`config.mk`:
```
export PLATFORM = sky130hd
export DESIGN_NAME = nsga_div_step
export DESIGN_NICKNAME = d
export VERILOG_FILES = /design/src/nsga_pkg.sv /design/src/nsga_div_step.sv
export SDC_FILE = /design/constraint.sdc
export NUM_CORES = 1
export LEC_CHECK = 0
export BUFFER_PORTS_ARGS = -buffer_cell sky130_fd_sc_hd__clkbuf_2
export CORE_ASPECT_RATIO = 0.9
export CORE_MARGIN = 2
export CORE_UTILIZATION = 30
export DETAILED_ROUTE_END_ITERATION = 10
export SLEW_MARGIN = 20
export SYNTH_ARGS = -nofsm -noshare
export SYNTH_HDL_FRONTEND = slang
export SYNTH_SLANG_ARGS = --single-unit
```
`constraint.sdc`:
```
create_clock -name vclk -period 15.1
set_clock_uncertainty 0.1 [all_clocks]
set_input_delay 0.755 -clock vclk [all_inputs]
set_output_delay 0.755 -clock vclk [all_outputs]
set_load 0.1 [all_outputs]
```
`src/nsga_pkg.sv`:
```
// Shared constants and types for the slice gather address generator.
package nsga_pkg;

	localparam int IDX_W      = 32;   // flat index width, wraps as 32-bit
	localparam int OFF_W      = 35;   // byte offset width
	localparam int EB_W       = 4;    // element_bytes register width
	localparam int CNT_W      = 3;    // axis_count register width
	localparam int PACK_W     = 64;   // packed extent register width
	localparam int BEGIN_W    = 32;   // packed begin register width
	localparam int BEGIN_BITS = 8;    // one begin offset
	localparam int CFG_IDX_W  = 3;
	localparam int CFG_DATA_W = 64;
	localparam int DIV_BITS   = 4;    // quotient bits resolved per stage
	localparam int DIV_STG    = IDX_W / DIV_BITS;

	localparam logic [CFG_IDX_W-1:0] CFG_AXIS_COUNT = 3'd0;
	localparam logic [CFG_IDX_W-1:0] CFG_ELEM_BYTES = 3'd1;
	localparam logic [CFG_IDX_W-1:0] CFG_OUT_SIZES  = 3'd2;
	localparam logic [CFG_IDX_W-1:0] CFG_SRC_SIZES  = 3'd3;
	localparam logic [CFG_IDX_W-1:0] CFG_BEGINS     = 3'd4;

	typedef struct packed {
		logic [IDX_W-1:0] src;
		logic [OFF_W-1:0] off;
		logic             last;
		logic             err;
	} result_t;

endpackage

```
`src/nsga_div_step.sv`:
```
// STEPS restoring-division steps: shifts dividend bits into the remainder.
module nsga_div_step #(
	parameter int EXT_W = 16,
	parameter int STEPS = 4
) (
	input  logic [nsga_pkg::IDX_W-1:0] q_in,
	input  logic [EXT_W-1:0]           r_in,
	input  logic [EXT_W-1:0]           divisor,
	output logic [nsga_pkg::IDX_W-1:0] q_out,
	output logic [EXT_W-1:0]           r_out
);

	always_comb begin
		logic [nsga_pkg::IDX_W-1:0] q;
		logic [EXT_W-1:0]           r;
		logic [EXT_W:0]             t;
		q = q_in;
		r = r_in;
		for (int s = 0; s < STEPS; s++) begin
			t = {r, q[nsga_pkg::IDX_W-1]};
			if (t >= {1'b0, divisor}) begin
				t = t - {1'b0, divisor};
				q = {q[nsga_pkg::IDX_W-2:0], 1'b1};
			end else begin
				q = {q[nsga_pkg::IDX_W-2:0], 1'b0};
			end
			r = t[EXT_W-1:0];
		end
		q_out = q;
		r_out = r;
	end

endmodule

```
==> flow_summary.ini <==
[synthesis]
synthesis.nets = 641
synth_cell_types = 59
synth_cells = 509
ys_seq_area_share_pct = 0
syn_area_per_cell_sq_um = 7.51
yosysWarnings = 0
syn_area_sq_mm = 0.00382

[critical_path]
critPathCaptureType = output pin
crit_type = in2out
critical-path-slowest-cell = mux2i_4
required_ns = 14.24
worstPathArrival_ns = 13.10
path_max_fanout = 28
slowest_delay_ns = 0.67
critPathLaunchType = input port
crit_path_end = r_out[6]
crit_start = divisor[1]

[cts]
post_cts_buffers = 0
cts_resized = 0
cts_hold_buf = 0

[sta]
period_needed_ns = 13.95
worst-slew-pin-transition_ns = 0.790
setup_viol = 0
fin_ws_ns = 1.15
hold_viol = 0
hold_slack_ns = 1.41
totalNegativeSetupSlack_ns = 0
drv_slew = 0
rsz0062_at_grt = no
slew_headroom_pct = 46.2
fin_crit_sh_pct = 92.4
clock.fmax_mhz = 71.7

[global_routing]
grt_pass1_vias = 3576
grt_usage_pct = 15.3
globalRoute.totalOverflow = 0
grt_max_degree = 29
antenna_found_initial = 0
grt_pass1_wl_um = 17300

[placement]
port_buffers = 56
hpwl_um = 9170
preCtsSetupSlack_ns = 1.26
routabilityCongestion = 0.937
dpl_cell_area_sq_mm = 0.00407

[finish]
layout-drive-gt1-share_pct = 18.8
layout_commonest_cell = ha_1
clkbuf_count = 0
final-seq-area_sq_um = 0
area_growth_pct = 6.51
fillerInstances = 1375
mostFrequentLayoutCells = ha_1 (64), clkbuf_2 (56), inv_1 (44), nand2_1 (43), a21oi_1 (34)
final_cell_area_sq_mm = 0.00407
fin_nets = 666
num_antenna_cells = 0
seq_cell_count = 0

[die]
io_pins = 112
die_area_sq_mm = 0.0137
start_util_pct = 30.4
die_w_um = 123
num_rows = 39
dieHeight_um = 111
core_sq_mm = 0.0126

[outcome]
outcome = complete, no violations

[drt]
viasPerCell = 5.26
drc = 0
first_pass_iters = 5
postRouteAntennaNets = 0
routed_wl_um = 10600
via_count = 3658
drt_iter0_drc = 153
routedWlPerCell_um = 15.3

[job]
maxCapViolCount = 0

[min_path]
min_path_type = in2out
==> cells by family after synthesis <==
logic type | share of synthesized area (%)
AND/OR/NAND/NOR | 17.1
adder cells (fa/ha/maj) | 23.0
XOR/XNOR | 11.2
buffers and inverters | 10.8
multiplexers | 10.9
AO/OA/AOI/OAI | 26.9
==> worst max-delay path, delay by kind of cell <==
kind	cells	cell delay (ns)
fa+ha+maj	4	1.24
buf+inv	8	1.55
mux	4	1.86
compound gates	25	6.71
simple gates	5	0.94
==> cell type report <==
class | instances | area, sq um | area share [%]
Inverter | 45 | 169 | 4.15
Timing Repair Buffer | 57 | 288 | 7.07
Multi-Input combinational cell | 430 | 3410 | 83.7
Tap cell | 164 | 205 | 5.04
==> metal layers <==
metal | track usage (%) | vias to the layer above | share of wire, % | wire (um)
met5 | 0 | - | 0 | 0
met2 | 25.4 | 94 | 45 | 4810
li1 | - | 1879 | - | -
met1 | 21.4 | 1658 | 48 | 5110
met3 | 0.874 | 27 | 4.1 | 438
met4 | 3.71 | 0 | 2.5 | 269
==> metrics by stage <==
| step | util (%) | cells |
|---|---|---|
| after floorplan | - | 509 |
| after global placement | 32.3 | 696 |
| after detailed placement | 32.3 | 696 |
| after CTS | 32.3 | 696 |
| after global routing | 32.3 | 696 |
| final | 32.3 | 696 |
==> how the worst min path moves through the flow <==
stage / slack (ns) / start / cells after the start / end
4_1_cts: 1.41 / q_in[17] / 0 / q_out[21]
2_1_floorplan: 1.62 / q_in[6] / 1 / q_out[10]
5_1_grt: 1.41 / q_in[22] / 0 / q_out[26]
3_5_place_dp: 1.41 / q_in[17] / 0 / q_out[21]
3_3_place_gp: 1.41 / q_in[17] / 0 / q_out[21]
6_report: 1.41 / q_in[2] / 0 / q_out[6]
==> Yosys cell counts (4+ instances only) <==
cell       n  area [sq um]
a211oi_1   5          37.5
a21o_1    18           135
a21oi_1   34           170
and2_1     4          25.0
buf_4     28           210
fa_1       4          80.1
ha_1      64           801
inv_1     44           165
mux2_2    19           214
mux2_4     8           120
mux2i_1    6          60.1
nand2_1   43           161
nand2b_1   4          25.0
nand3_1   13          65.1
nand4_1   10          62.6
nor2_1    31           116
nor2b_1    6          37.5
nor3_1     8          40.0
o21a_1     8          60.1
o21ai_0   33           165
o21bai_1  10          75.1
o41ai_1    4          35.0
or3_1      6          37.5
xnor2_1   29           254
xor2_1    20           175
Power is not shown: default switching activity piles up to over one toggle a cycle in this logic, so the estimate is an artifact.
